### src/design/sbcfl_pkg.sv
// shared constants, types and codes for the byte-capacity block cache
package sbcfl_pkg;

  localparam int MAX_ENTRIES = 64;
  localparam int ADDR_W      = $clog2(MAX_ENTRIES);
  localparam int CNT_W       = $clog2(MAX_ENTRIES + 1);
  localparam int PAGE_BYTES  = 4096;
  localparam int PAGE_SHIFT  = $clog2(PAGE_BYTES);
  localparam int KEY_W       = 16;
  localparam int SIZE_W      = 40;
  localparam int PCNT_W      = 48;
  localparam int DEM_W       = SIZE_W + 2;
  localparam int OP_W        = 2;
  localparam int ENTRY_W     = 2 * KEY_W + SIZE_W;
  localparam int PADDR_W     = 5;
  localparam int PDATA_W     = 64;

  localparam logic [SIZE_W-1:0] CAP_RESET = 40'd1073741824;

  // operation codes
  localparam logic [OP_W-1:0] OP_ACCESS = 2'd0;
  localparam logic [OP_W-1:0] OP_INVAL  = 2'd1;
  localparam logic [OP_W-1:0] OP_REMOVE = 2'd2;
  localparam logic [OP_W-1:0] OP_RSVD   = 2'd3;

  // register indexes
  localparam logic [1:0] REG_CAPACITY = 2'd0;
  localparam logic [1:0] REG_NEWEST   = 2'd1;
  localparam logic [1:0] REG_PARTIAL  = 2'd2;

  typedef struct packed {
    logic [KEY_W-1:0]  row;
    logic [KEY_W-1:0]  col;
    logic [SIZE_W-1:0] bytes;
  } entry_t;

  typedef struct packed {
    logic [SIZE_W-1:0] capacity;
    logic              newest;
    logic              partial;
  } cfg_t;

  typedef enum logic [3:0] {
    ST_IDLE, ST_DISPATCH, ST_SCAN_RD, ST_SCAN_CMP, ST_EV_CHECK, ST_EV_RD, ST_EV_DEC,
    ST_DROP_RD, ST_DROP_SUB, ST_SH_RD, ST_SH_WR, ST_INSERT, ST_STAT, ST_DONE
  } state_e;

  typedef enum logic [1:0] {PTR_HOLD, PTR_ZERO, PTR_INC, PTR_VICTIM} ptr_op_e;
  typedef enum logic {RD_PTR, RD_NEXT} rd_sel_e;
  typedef enum logic [1:0] {WR_NONE, WR_SHIFT, WR_SHRINK, WR_INSERT} wr_op_e;
  typedef enum logic [1:0] {HELD_NONE, HELD_SUB_RD, HELD_SUB_DIFF, HELD_ADD_INS} held_op_e;
  typedef enum logic [1:0] {CNT_NONE, CNT_DEC, CNT_INC} cnt_op_e;

  typedef struct packed {
    logic     ld_in;
    ptr_op_e  ptr_op;
    rd_sel_e  rd_sel;
    wr_op_e   wr_op;
    held_op_e held_op;
    cnt_op_e  cnt_op;
    logic     hit_cap;
    logic     set_rm;
    logic     stat_upd;
    logic     res_ld;
  } cmd_t;

  typedef struct packed {
    logic [OP_W-1:0] op;
    logic            size_zero;
    logic            cnt_zero;
    logic            full;
    logic            scan_end;
    logic            next_end;
    logic            match;
    logic            over;
    logic            shrink_ok;
    logic            partial;
    logic            hit;
  } stat_t;

endpackage

### src/design/sbcfl_ctrl.sv
// sequencer for lookup, eviction, table shift and insertion
module sbcfl_ctrl (
  input  logic             clk_i,
  input  logic             rst_ni,
  input  logic             start_i,
  input  sbcfl_pkg::stat_t stat_i,
  output sbcfl_pkg::cmd_t  cmd_o,
  output logic             busy_o
);

  sbcfl_pkg::state_e state_q, state_d;
  sbcfl_pkg::state_e ret_q, ret_d;

  // state and return registers
  always_ff @(posedge clk_i or negedge rst_ni) begin
    if (!rst_ni) begin
      state_q <= sbcfl_pkg::ST_IDLE;
      ret_q   <= sbcfl_pkg::ST_IDLE;
    end else begin
      state_q <= state_d;
      ret_q   <= ret_d;
    end
  end

  // next state and commands
  always_comb begin
    state_d        = state_q;
    ret_d          = ret_q;
    cmd_o          = '0;
    cmd_o.ptr_op   = sbcfl_pkg::PTR_HOLD;
    cmd_o.rd_sel   = sbcfl_pkg::RD_PTR;
    cmd_o.wr_op    = sbcfl_pkg::WR_NONE;
    cmd_o.held_op  = sbcfl_pkg::HELD_NONE;
    cmd_o.cnt_op   = sbcfl_pkg::CNT_NONE;
    busy_o         = (state_q != sbcfl_pkg::ST_IDLE);
    case (state_q)
      sbcfl_pkg::ST_IDLE: begin
        if (start_i) begin
          cmd_o.ld_in  = 1'b1;
          cmd_o.ptr_op = sbcfl_pkg::PTR_ZERO;
          state_d      = sbcfl_pkg::ST_DISPATCH;
        end
      end
      sbcfl_pkg::ST_DISPATCH: begin
        case (stat_i.op)
          sbcfl_pkg::OP_ACCESS: begin
            state_d = stat_i.size_zero ? sbcfl_pkg::ST_DONE : sbcfl_pkg::ST_SCAN_RD;
          end
          sbcfl_pkg::OP_INVAL: begin
            state_d = sbcfl_pkg::ST_SCAN_RD;
          end
          sbcfl_pkg::OP_REMOVE: begin
            if (!stat_i.cnt_zero) begin
              cmd_o.set_rm = 1'b1;
              ret_d        = sbcfl_pkg::ST_DONE;
              state_d      = sbcfl_pkg::ST_DROP_RD;
            end else begin
              state_d = sbcfl_pkg::ST_DONE;
            end
          end
          default: state_d = sbcfl_pkg::ST_DONE;
        endcase
      end
      // key search, reading and then comparing each entry
      sbcfl_pkg::ST_SCAN_RD: begin
        if (stat_i.scan_end) begin
          state_d = (stat_i.op == sbcfl_pkg::OP_ACCESS) ? sbcfl_pkg::ST_EV_CHECK
                                                         : sbcfl_pkg::ST_DONE;
        end else begin
          state_d = sbcfl_pkg::ST_SCAN_CMP;
        end
      end
      sbcfl_pkg::ST_SCAN_CMP: begin
        if (stat_i.match) begin
          if (stat_i.op == sbcfl_pkg::OP_ACCESS) begin
            cmd_o.hit_cap = 1'b1;
            state_d = stat_i.partial ? sbcfl_pkg::ST_EV_CHECK : sbcfl_pkg::ST_STAT;
          end else begin
            cmd_o.held_op = sbcfl_pkg::HELD_SUB_RD;
            cmd_o.set_rm  = 1'b1;
            ret_d         = sbcfl_pkg::ST_DONE;
            state_d       = sbcfl_pkg::ST_SH_RD;
          end
        end else begin
          cmd_o.ptr_op = sbcfl_pkg::PTR_INC;
          state_d      = sbcfl_pkg::ST_SCAN_RD;
        end
      end
      // eviction loop
      sbcfl_pkg::ST_EV_CHECK: begin
        if (!stat_i.cnt_zero && stat_i.over) begin
          cmd_o.ptr_op = sbcfl_pkg::PTR_VICTIM;
          state_d      = sbcfl_pkg::ST_EV_RD;
        end else if (stat_i.hit) begin
          state_d = sbcfl_pkg::ST_STAT;
        end else if (stat_i.full) begin
          cmd_o.ptr_op = sbcfl_pkg::PTR_VICTIM;
          ret_d        = sbcfl_pkg::ST_INSERT;
          state_d      = sbcfl_pkg::ST_DROP_RD;
        end else begin
          state_d = sbcfl_pkg::ST_INSERT;
        end
      end
      sbcfl_pkg::ST_EV_RD: begin
        state_d = sbcfl_pkg::ST_EV_DEC;
      end
      sbcfl_pkg::ST_EV_DEC: begin
        if (stat_i.shrink_ok) begin
          cmd_o.wr_op   = sbcfl_pkg::WR_SHRINK;
          cmd_o.held_op = sbcfl_pkg::HELD_SUB_DIFF;
          state_d       = sbcfl_pkg::ST_EV_CHECK;
        end else begin
          cmd_o.held_op = sbcfl_pkg::HELD_SUB_RD;
          ret_d         = sbcfl_pkg::ST_EV_CHECK;
          state_d       = sbcfl_pkg::ST_SH_RD;
        end
      end
      // whole-entry removal at the pointer
      sbcfl_pkg::ST_DROP_RD: begin
        state_d = sbcfl_pkg::ST_DROP_SUB;
      end
      sbcfl_pkg::ST_DROP_SUB: begin
        cmd_o.held_op = sbcfl_pkg::HELD_SUB_RD;
        state_d       = sbcfl_pkg::ST_SH_RD;
      end
      // close the gap, reading and then writing each entry
      sbcfl_pkg::ST_SH_RD: begin
        if (stat_i.next_end) begin
          cmd_o.cnt_op = sbcfl_pkg::CNT_DEC;
          state_d      = ret_q;
        end else begin
          cmd_o.rd_sel = sbcfl_pkg::RD_NEXT;
          state_d      = sbcfl_pkg::ST_SH_WR;
        end
      end
      sbcfl_pkg::ST_SH_WR: begin
        cmd_o.wr_op  = sbcfl_pkg::WR_SHIFT;
        cmd_o.ptr_op = sbcfl_pkg::PTR_INC;
        state_d      = sbcfl_pkg::ST_SH_RD;
      end
      sbcfl_pkg::ST_INSERT: begin
        cmd_o.wr_op   = sbcfl_pkg::WR_INSERT;
        cmd_o.held_op = sbcfl_pkg::HELD_ADD_INS;
        cmd_o.cnt_op  = sbcfl_pkg::CNT_INC;
        state_d       = sbcfl_pkg::ST_STAT;
      end
      sbcfl_pkg::ST_STAT: begin
        cmd_o.stat_upd = 1'b1;
        state_d        = sbcfl_pkg::ST_DONE;
      end
      sbcfl_pkg::ST_DONE: begin
        cmd_o.res_ld = 1'b1;
        state_d      = sbcfl_pkg::ST_IDLE;
      end
      default: state_d = sbcfl_pkg::ST_IDLE;
    endcase
  end

endmodule

### config.mk
export PLATFORM = sky130hd
export DESIGN_NAME = sbcfl_ctrl
export DESIGN_NICKNAME = d
export VERILOG_FILES = /design/src/design/sbcfl_pkg.sv /design/src/design/sbcfl_ctrl.sv
export SDC_FILE = /design/constraint.sdc
export NUM_CORES = 1
export LEC_CHECK = 0
export BUFFER_PORTS_ARGS = -buffer_cell sky130_fd_sc_hd__buf_2
export CAP_MARGIN = 0
export CORE_MARGIN = 1
export CORE_UTILIZATION = 40
export CTS_BUF_LIST = sky130_fd_sc_hd__clkbuf_16
export CTS_CLUSTER_SIZE = 10
export DETAILED_ROUTE_END_ITERATION = 8
export PLACE_DENSITY = 0.65
export SLEW_MARGIN = 0
export SYNTH_ARGS = -nofsm -noshare
export SYNTH_HDL_FRONTEND = slang
export SYNTH_SLANG_ARGS = --single-unit
### constraint.sdc
create_clock -name clk_i -period 4.2 [get_ports clk_i]
set_clock_uncertainty 0.15 [all_clocks]
set_input_delay 0.63 -clock clk_i [delete_from_list [all_inputs] [get_ports clk_i]]
set_output_delay 0.63 -clock clk_i [all_outputs]
set_load 0.01 [all_outputs]
==> summary.md, run 1 <==
| Metric | Value |
|---|---|
| Status | `completed` |
| Largest stage delay on the critical path | `0.59 ns` |
| # diodes | `0` |
| Ys flop type | `dfrtp_1` |
| DIE HEIGHT | `50.0 um` |
| Levels on crit path | `4` |
| WP data required | `3.42 ns` |
| Peak VDD IR | `369 uV` |
| Iter 0 DRT Violations | `43` |
| PD cells | `708 nW/um^2` |
| Initial Util | `42.1%` |
| Clock sink count | `7` |
| Final setup vio count | `0` |
| Cell Area, Synth | `922 sq um` |
| Root buf cell | `clkbuf_16` |
| Largest net degree at the start of global routing | `27` |
| Worst Path Arrival | `1.89 ns` |
| Total track usage | `23.3%` |
| Post-Synth XOR/XNOR Area | `0%` |
| RSZ-0062 raised after global routing | `false` |
| Post-synth EDFFs | `0` |
| Die W | `50.0 um` |
| Drt drc | `0` |
| Clk buf depth | `2` |
| Post-synth top area cell | `dfrtp_1` |
| Sequential-to-total area share from yosys stat | `19.0%` |
| Critical-path cell list | `nor2b_1 > a22oi_1 > nor2b_1 > buf_2` |
| Final ANT Viol Nets | `0` |
| Asr flop ratio synth | `100%` |
| Clock-pin transition on the worst setup and hold timing paths | `0.04 ns` |
| Top cells by area, synth | `dfrtp_1, buf_6, nor2b_1` |
| Core Util, Final | `50.0%` |
| P&R area growth vs syn | `18.7%` |
| WL per Instance | `14.6 um` |
| Synth Area in Adders | `0%` |
| Most used cell along the critical path | `nor2b_1` |
| CTS tree | `yes` |
| Reg2reg path depth | `5` |
| Fill cell count | `210` |
| Row count | `17` |
| Ports | `30` |
| DP HPWL | `1900 um` |
| Tcrit/Tclk final | `63.5%` |
| Vias in the first global route | `962` |
| R2R Setup Slk | `2.16 ns` |
| Nets@finish | `160` |
| CP top delay family | `simple AND/OR/NAND/NOR gates` |
| Layout cells sized above 1 | `34.0%` |
| HP Class | `in2async` |
| Slowest cell on the critical path | `dfrtp_1` |
| Syn Inst Count | `120` |
| Mux cell area share after synthesis | `4.88%` |
| Library cells used by synthesis | `42` |
| CTS resizes | `0` |
| Vias per cell | `5.97` |
| Max Cap Viol | `0` |
| Initial antenna violation count | `0` |
| Die area | `2500 sq um` |
| Post-Syn Area per Cell | `7.68 sq um` |
| Syn Nets | `135` |
| Max-slew violations | `0` |
| Worst-path maximum fanout | `13` |
| Via count | `1026` |
| Setup bufs post-CTS | `0` |
| Total wire length | `2520 um` |
| Placer Congestion | `0.846` |
| Port-buffer cells | `29` |
| Static leakage | `0.492 nW` |
| Syn. warnings | `0` |
| Max-slew headroom | `42.8%` |
| Synth cell count leaders | `nand2_1, o21ai_0, nor2_1, nor2b_1, dfrtp_1` |
| GRT overflow | `0` |
| First-pass GRT wire length | `4400 um` |
| Inserted Clock Buffers | `3` |
| Complex-gate fraction of the synthesized area | `26.1%` |
| Crit path kind | `reg2out` |
| Final hold vios | `0` |
| Synth Register Bits | `7` |
| Worst Setup End Kind | `output pin` |
| Drt first pass iters | `4` |
| Bufs and invs on worst path | `1` |
| Core area | `2190 sq um` |
| H-Tree Level Count | `1` |
| Clk_lat worst skew | `0.23 ns` |
| Hold bufs inserted after CTS | `0` |
| Slew at the pin closest to its max-slew limit | `0.858 ns` |
| Largest family of logic cells by synthesized area | `simple AND/OR/NAND/NOR gates` |
| Final TNS setup | `0 ns` |
| Min cycle time layout | `2.67 ns` |
| Synth Area in Simple Gates | `39.3%` |
| Fmax | `375 MHz` |
| Synth top area share | `19.0%` |
| Crit path launch type | `register` |
-- power by group --
group / switching [mW] / internal [mW] / total [mW]
combinational: 0.216 / 0.191 / 0.407
sequential: 0.103 / 0.100 / 0.203
clock: 0.0398 / 0.125 / 0.165
-- layout by cell type, fill, tap and decap left out, types with 2 or more instances in the layout --
cell / count
dfrtp_1: 7
a22oi_1: 2
a21oi_2: 2
nand2_1: 10
nor2b_2: 2
o21ai_0: 10
inv_1: 3
mux2_4: 3
a21oi_1: 5
nand3_1: 4
nor2_1: 9
nor3_1: 5
o21ai_1: 4
nand2b_1: 6
a31oi_1: 5
nand3b_1: 2
clkbuf_16: 3
nor2_2: 2
buf_2: 29
nor2b_1: 8
nor4b_1: 2
-- metal layers --
metal  share of wire [%]  vias to the layer above  global-route usage, %  wire length, um
li1                    -                      488                      -                -
met1                  42                      470                   31.1             1070
met5                   0                        -                      0                0
met2                  48                       61                   36.0             1210
met4                 1.7                        0                   11.9               42
met3                 7.8                        7                   3.09              197
-- cell families after synthesis --
kind of cell / count (synthesis)
simple gates: 61
compound gates: 37
mux: 3
flops: 7
buf+inv: 12
-- layout make-up --
cell class	instances	area [sq um]	share of cell area (%)
clock buffers	3	75.1	6.86
clock inverters	1	5.00	0.457
inverters	3	11.3	1.03
multi-input cells	101	648	59.2
flip-flops and latches	7	175	16.0
well taps	28	35.0	3.20
repair buffers	29	145	13.3
-- state kept, by name, indices dropped and copies added (netlist names) --
register and cells:
state_q 4, ret_q 3
-- worst paths after layout --
kind / startpoint / endpoint
hold reg to reg: ret_q[1]$_DFFE_PN0P_ / ret_q[1]$_DFFE_PN0P_
setup reg to reg: state_q[0]$_DFFE_PN0P_ / ret_q[0]$_DFFE_PN0P_
hold / removal: rst_ni / ret_q[0]$_DFFE_PN0P_
max in group asynchronous: rst_ni / ret_q[1]$_DFFE_PN0P_
setup / recovery: state_q[3]$_DFFE_PN0P_ / cmd_o[9]
min in group clk_i: ret_q[1]$_DFFE_PN0P_ / ret_q[1]$_DFFE_PN0P_
-- through the flow --
step           hold slack (ns)  setup slack (ns)  power (mW)  instance area (sq um)  cells
4_1_cts                 0.0787              1.54       0.771                   1090    172
5_1_grt                 0.0918              1.36       0.844                   1090    172
2_1_floorplan            0.184              2.13       0.551                    922    120
3_3_place_gp             0.319              1.82       0.601                   1010    168
3_5_place_dp             0.322              1.80       0.601                   1010    168
6_report                0.0744              1.53       0.775                   1090    172
(Power assumes the default switching activity.)
==> run 2, diff against run 1 <==
--- a/config.mk
+++ b/config.mk
@@ -12,7 +12,7 @@
 export CTS_BUF_LIST = sky130_fd_sc_hd__clkbuf_16
 export CTS_CLUSTER_SIZE = 10
 export DETAILED_ROUTE_END_ITERATION = 8
-export PLACE_DENSITY = 0.65
+export PLACE_DENSITY = 0.68
 export SLEW_MARGIN = 0
 export SYNTH_ARGS = -nofsm -noshare
 export SYNTH_HDL_FRONTEND = slang
==> constraint.sdc (replaced) <==
create_clock -name clk_i -period 2.27 [get_ports clk_i]
set_clock_uncertainty 0.15 [all_clocks]
set_input_delay 0.3405 -clock clk_i [delete_from_list [all_inputs] [get_ports clk_i]]
set_output_delay 0.3405 -clock clk_i [all_outputs]
set_load 0.01 [all_outputs]
==> run 2 against run 1 <==
Net effect: first-iteration DRC count grew 19%; routed wire length increased by 1.7%; sequential share of layout area shrank 0.67 points; non-clock buffer count grew 7; register-to-register slack worse by 1.7 ns; count of clock-buffer cells in the layout unchanged; combinational power rose by 120%; setup slack got worse by 1.4 ns; power is 97% higher; hold slack better by 0.18 ns; critical path type unchanged; critical endpoint is now cmd_o[12]; largest cell class unchanged; largest power group unchanged; highest routed layer unchanged.
==> summary.md, run 2 (same netlist as run 1, synthesis figures left out) <==
| Metric | Value |
|---|---|
| Status | `completed` |
| Non-filler cells, final | `179` |
| Worst-path maximum fanout | `13` |
| RSZ-0062 raised after global routing | `false` |
| Most frequent cells in the layout | `buf_2, nand2_1, o21ai_0, nor2_1, nor2b_1` |
| Largest net degree at the start of global routing | `19` |
| Core area | `2190 sq um` |
| DIE HEIGHT | `50.0 um` |
| Tcrit/Tclk final | `92.7%` |
| # diodes | `0` |
| Largest register FFs | `4` |
| Max-slew violations | `0` |
| Total wire length | `2560 um` |
| Total track usage | `23.2%` |
| Nets@finish | `167` |
| Largest registers | `state_q x4, ret_q x3` |
| Max-slew headroom | `67.9%` |
| Layout cells sized above 1 | `37.1%` |
| Worst Path Arrival | `1.61 ns` |
| Final ANT Viol Nets | `0` |
| WP data required | `1.78 ns` |
| DP HPWL | `1950 um` |
| Inserted Clock Buffers | `3` |
| Min cycle time layout | `2.11 ns` |
| Worst Setup End Kind | `output pin` |
| Root buf cell | `clkbuf_16` |
| Vias in the first global route | `892` |
| Final hold slack | `0.252 ns` |
| First-pass GRT wire length | `4290 um` |
| Crit path launch type | `register` |
| Via count | `1024` |
| Commonest non-fill, non-tap cell in the layout | `buf_2` |
| Ports | `30` |
| Peak VDD IR | `644 uV` |
| Crit path kind | `reg2out` |
| Final TNS setup | `0 ns` |
| Die area | `2500 sq um` |
| Drt first pass iters | `4` |
| Max Cap Viol | `0` |
| GRT overflow | `0` |
| Initial Util | `42.1%` |
| PD cells | `1330 nW/um^2` |
| Most flop-heavy register | `state_q` |
| Final setup vio count | `0` |
| Final hold vios | `0` |
| H-Tree Level Count | `1` |
| Row count | `17` |
| Clk buf depth | `2` |
| P&R area growth vs syn | `24.8%` |
| HP Class | `in2reg` |
| Vias per cell | `5.72` |
| Drt drc | `0` |
| Static leakage | `0.525 nW` |
| Die W | `50.0 um` |
| Setup bufs post-CTS | `0` |
| Clock sink count | `7` |
| Iter 0 DRT Violations | `51` |
| Clk_lat worst skew | `0.23 ns` |
| Clock-pin transition on the worst setup and hold timing paths | `0.04 ns` |
| WL per Instance | `14.3 um` |
| Initial antenna violation count | `0` |
| Slew at the pin closest to its max-slew limit | `0.482 ns` |
| Fmax | `475 MHz` |
| Placer Congestion | `0.908` |
| Placed Cells | `174` |
| CTS tree | `yes` |
| Port-buffer cells | `29` |
==> run 2: cell count changes in the layout (fill, tap and decap cells not counted) <==
| cell | previous run | this run |
|---|---|---|
| buf_4 | 0 | 6 |
| dfrtp_1 | 7 | 6 |
| dfrtp_2 | 0 | 1 |
| dlygate4sd3_1 | 0 | 1 |
==> run 2: final cells by class <==
| cell class | count | area [sq um] |
|---|---|---|
| clock buffers | 3 | 75.1 |
| clock inverters | 1 | 5.00 |
| fillers | 220 | 1040 |
| inverters | 3 | 11.3 |
| multi-input cells | 101 | 648 |
| flip-flops and latches | 7 | 176 |
| well taps | 28 | 35.0 |
| repair buffers | 36 | 200 |
==> run 2: critical path, cell delays in order, from the launching register on <==
cell and delay [ns]:
dfrtp_1 0.53, nand2b_1 0.31, o21ai_0 0.21, nand3b_1 0.14, nand2_1 0.08, buf_2 0.12
==> run 2: report_power, final <==
part           switching [mW]  internal [mW]  total [mW]
sequential              0.142          0.189       0.332
combinational           0.479          0.414       0.894
clock                  0.0725          0.232       0.304
==> run 2: what timing repair did <==
item	in CTS	in global routing
gates resized for setup	0	1
setup endpoints to repair	0	2
hold buffers	1	0
endpoints found under the hold margin	7	0
==> run 2: final timing paths <==
path,from,to,slack [ns],cells past startpoint
setup / recovery,state_q[3]$_DFFE_PN0P_,cmd_o[12],0.16,5
min in group asynchronous,rst_ni,ret_q[1]$_DFFE_PN0P_,0.31,2
hold / removal,stat_i[1],state_q[3]$_DFFE_PN0P_,0.25,2
setup reg to reg,state_q[1]$_DFFE_PN0P_,state_q[1]$_DFFE_PN0P_,0.42,6
hold reg to reg,ret_q[1]$_DFFE_PN0P_,ret_q[1]$_DFFE_PN0P_,0.37,1
max in group asynchronous,rst_ni,state_q[0]$_DFFE_PN0P_,1.50,2
==> run 2: stage by stage <==
step           setup slack (ns)  utilization (%)  total power [mW]  instance area (sq um)
6_report                  0.165             52.5              1.53                   1150
3_5_place_dp              0.355             48.4              1.20                   1060
2_1_floorplan             0.661                -              1.02                    922
5_1_grt                  0.0463             52.5              1.65                   1150
3_3_place_gp              0.384             48.4              1.20                   1060
4_1_cts                  0.0868             52.5              1.52                   1150
==> run 2: layer usage <==
| layer | GRT usage, % | up-vias | share of wire, % |
|---|---|---|---|
| li1 | - | 500 | - |
| met1 | 31.5 | 454 | 44 |
| met2 | 33.8 | 64 | 44 |
| met3 | 6.17 | 6 | 10 |
| met4 | 10.5 | 0 | 2.1 |
| met5 | 0 | - | 0 |
==> run 3, diff against run 2 <==
--- a/config.mk
+++ b/config.mk
@@ -8,11 +8,11 @@
 export BUFFER_PORTS_ARGS = -buffer_cell sky130_fd_sc_hd__buf_2
 export CAP_MARGIN = 0
 export CORE_MARGIN = 1
-export CORE_UTILIZATION = 40
+export CORE_UTILIZATION = 45
 export CTS_BUF_LIST = sky130_fd_sc_hd__clkbuf_16
 export CTS_CLUSTER_SIZE = 10
 export DETAILED_ROUTE_END_ITERATION = 8
-export PLACE_DENSITY = 0.68
+export PLACE_DENSITY = 0.75
 export SLEW_MARGIN = 0
 export SYNTH_ARGS = -nofsm -noshare
 export SYNTH_HDL_FRONTEND = slang
==> run 3 against run 2 <==
Net effect: core utilization increased by 6.0 points; combinational power shrank 3.4%; via count increased by 2.1%; register-to-register slack improved by 0.06 ns; final area is 1.3% lower; sequential power is 2% higher; cell count decreased by 1.7%; global-route usage up 2.8 points; critical path depth decreased by 1; sequential share of layout area rose by 0.31 points; routed wire length up 2.7%; non-clock buffer count down 2.
==> summary.md, run 3 (same netlist as run 1, synthesis figures left out) <==
| Metric | Value |
|---|---|
| Inserted Clock Buffers | `3` |
| Core Util, Final | `58.5%` |
| Core area | `1940 sq um` |
| Final hold slack | `0.249 ns` |
| Clock-pin transition on the worst setup and hold timing paths | `0.04 ns` |
| Min cycle time layout | `2.13 ns` |
| P&R area growth vs syn | `23.2%` |
| Largest stage delay on the critical path | `0.53 ns` |
| Crit path launch type | `register` |
| Max Cap Viol | `0` |
| Levels on crit path | `4` |
| Worst Setup SP | `state_q[3]$_DFFE_PN0P_` |
| Reg2reg end | `state_q[2]$_DFFE_PN0P_` |
| Worst Setup End Kind | `output pin` |
| Most frequent cells in the layout | `buf_2, nand2_1, o21ai_0, nor2_1, nor2b_1` |
| Bufs and invs on worst path | `1` |
| Logic pwr share | `57.1%` |
| Clk buf depth | `2` |
| Max-slew headroom | `67.5%` |
| Post-route cell area | `1140 sq um` |
| Part of the power in registers | `22.4%` |
| Vias per cell | `5.94` |
| # diodes | `0` |
| DP Worst Slack | `0.327 ns` |
| Final hold vios | `0` |
| Initial Util | `47.5%` |
| Tcrit/Tclk final | `94.0%` |
| WL per Instance | `14.9 um` |
| Initial antenna violation count | `0` |
| Post-Place Cell Area | `1040 sq um` |
| DIE HEIGHT | `47.3 um` |
| Row count | `16` |
| Non-filler cells, final | `176` |
| RSZ-0062 raised after global routing | `false` |
| Placed Cells | `171` |
| CP top delay family | `simple AND/OR/NAND/NOR gates` |
| Clk pwr share | `20.5%` |
| Internal | `815 uW` |
| Most flop-heavy register | `state_q` |
| H-Tree Level Count | `1` |
| Switching share of total power | `46.1%` |
| CP Capture Point | `cmd_o[2]` |
| Worst Path Arrival | `1.64 ns` |
| Total wire length | `2630 um` |
| Status | `completed` |
| DP HPWL | `1950 um` |
| CTS tree | `yes` |
| Total track usage | `26.0%` |
| WP data required | `1.78 ns` |
| Design Power | `1.51 mW` |
| First-pass GRT wire length | `3960 um` |
| Fill cell count | `183` |
| Fmax | `469 MHz` |
| Sw power | `697 uW` |
| Setup ws final | `0.137 ns` |
| HP Class | `in2reg` |
| Crit path kind | `reg2out` |
| Placer Congestion | `0.882` |
| Root buf cell | `clkbuf_16` |
| Clock sink count | `7` |
| Slowest cell on the critical path | `dfrtp_1` |
| Reg-to-Reg Start | `state_q[3]$_DFFE_PN0P_` |
| Vias in the first global route | `871` |
| Peak VDD IR | `564 uV` |
| Nets@finish | `165` |
| Largest net degree at the start of global routing | `26` |
| R2R Setup Slk | `0.48 ns` |
| Largest register FFs | `4` |
| Die W | `47.3 um` |
| GRT overflow | `0` |
| Static leakage | `0.514 nW` |
| WHS Path Cells | `2` |
| Commonest non-fill, non-tap cell in the layout | `buf_2` |
| Critical-path cell list | `nor2_2 > nand4_2 > a21oi_1 > buf_2` |
| Worst-path maximum fanout | `13` |
| Clk_lat worst skew | `0.24 ns` |
| Final TNS setup | `0 ns` |
| Port-buffer cells | `29` |
| Reg2reg path depth | `5` |
| Setup bufs post-CTS | `0` |
| Final setup vio count | `0` |
| PD cells | `1330 nW/um^2` |
| Final ANT Viol Nets | `0` |
| Largest registers | `state_q x4, ret_q x3` |
| Via count | `1045` |
| Layout cells sized above 1 | `36.9%` |
| Drt drc | `0` |
| Drt first pass iters | `4` |
| Slew at the pin closest to its max-slew limit | `0.480 ns` |
| Die area | `2230 sq um` |
| Ports | `30` |
| Max-slew violations | `0` |
| Iter 0 DRT Violations | `53` |
run 3: cell types whose count changed in the layout (fill, tap and decap cells not counted), sizes merged:
cell  delta
buf      -2
run 3: worst min-delay path by stage:
stage	from	slack, ns	end
after floorplan	rst_ni	-0.11	ret_q[0]$_DFFE_PN0P_
after global placement	rst_ni	0.02	ret_q[2]$_DFFE_PN0P_
after detailed placement	rst_ni	0.03	ret_q[2]$_DFFE_PN0P_
after CTS	stat_i[1]	0.25	state_q[3]$_DFFE_PN0P_
after global routing	stat_i[1]	0.24	state_q[3]$_DFFE_PN0P_
final	stat_i[1]	0.25	state_q[3]$_DFFE_PN0P_
run 3: power by group through the flow:
stage	clock (mW)	sequential (mW)	combinational (mW)
after floorplan	0	0.231	0.789
after global placement	0	0.324	0.833
after detailed placement	0	0.330	0.846
after CTS	0.309	0.330	0.851
after global routing	0.319	0.349	0.936
final	0.309	0.339	0.864
run 3: timing repair:
action / 4_1_cts / 5_1_grt
hold endpoints to repair: 7 / 0
setup endpoints to repair: 0 / 3
hold buffers: 1 / 0
resized for setup: 0 / 2
run 3: layout make-up:
type / instances / area, sq um / share of cell area, %
Multi-Input combinational cell: 101 / 648 / 57.0
Clock buffer: 3 / 75.1 / 6.61
Sequential cell: 7 / 178 / 15.6
Clock inverter: 1 / 5.00 / 0.441
Timing Repair Buffer: 34 / 185 / 16.3
Inverter: 3 / 11.3 / 0.991
Tap cell: 27 / 33.8 / 2.97
run 3: per-layer routing:
layer  share of wire, %  track usage [%]  routed length (um)  vias up
met5                  0                0                   0        -
met4                2.4             10.3                  64        0
met3                8.8             7.31                 232       10
met2                 46             39.7                1220       71
met1                 42             34.5                1110      468
li1                   -                -                   -      496
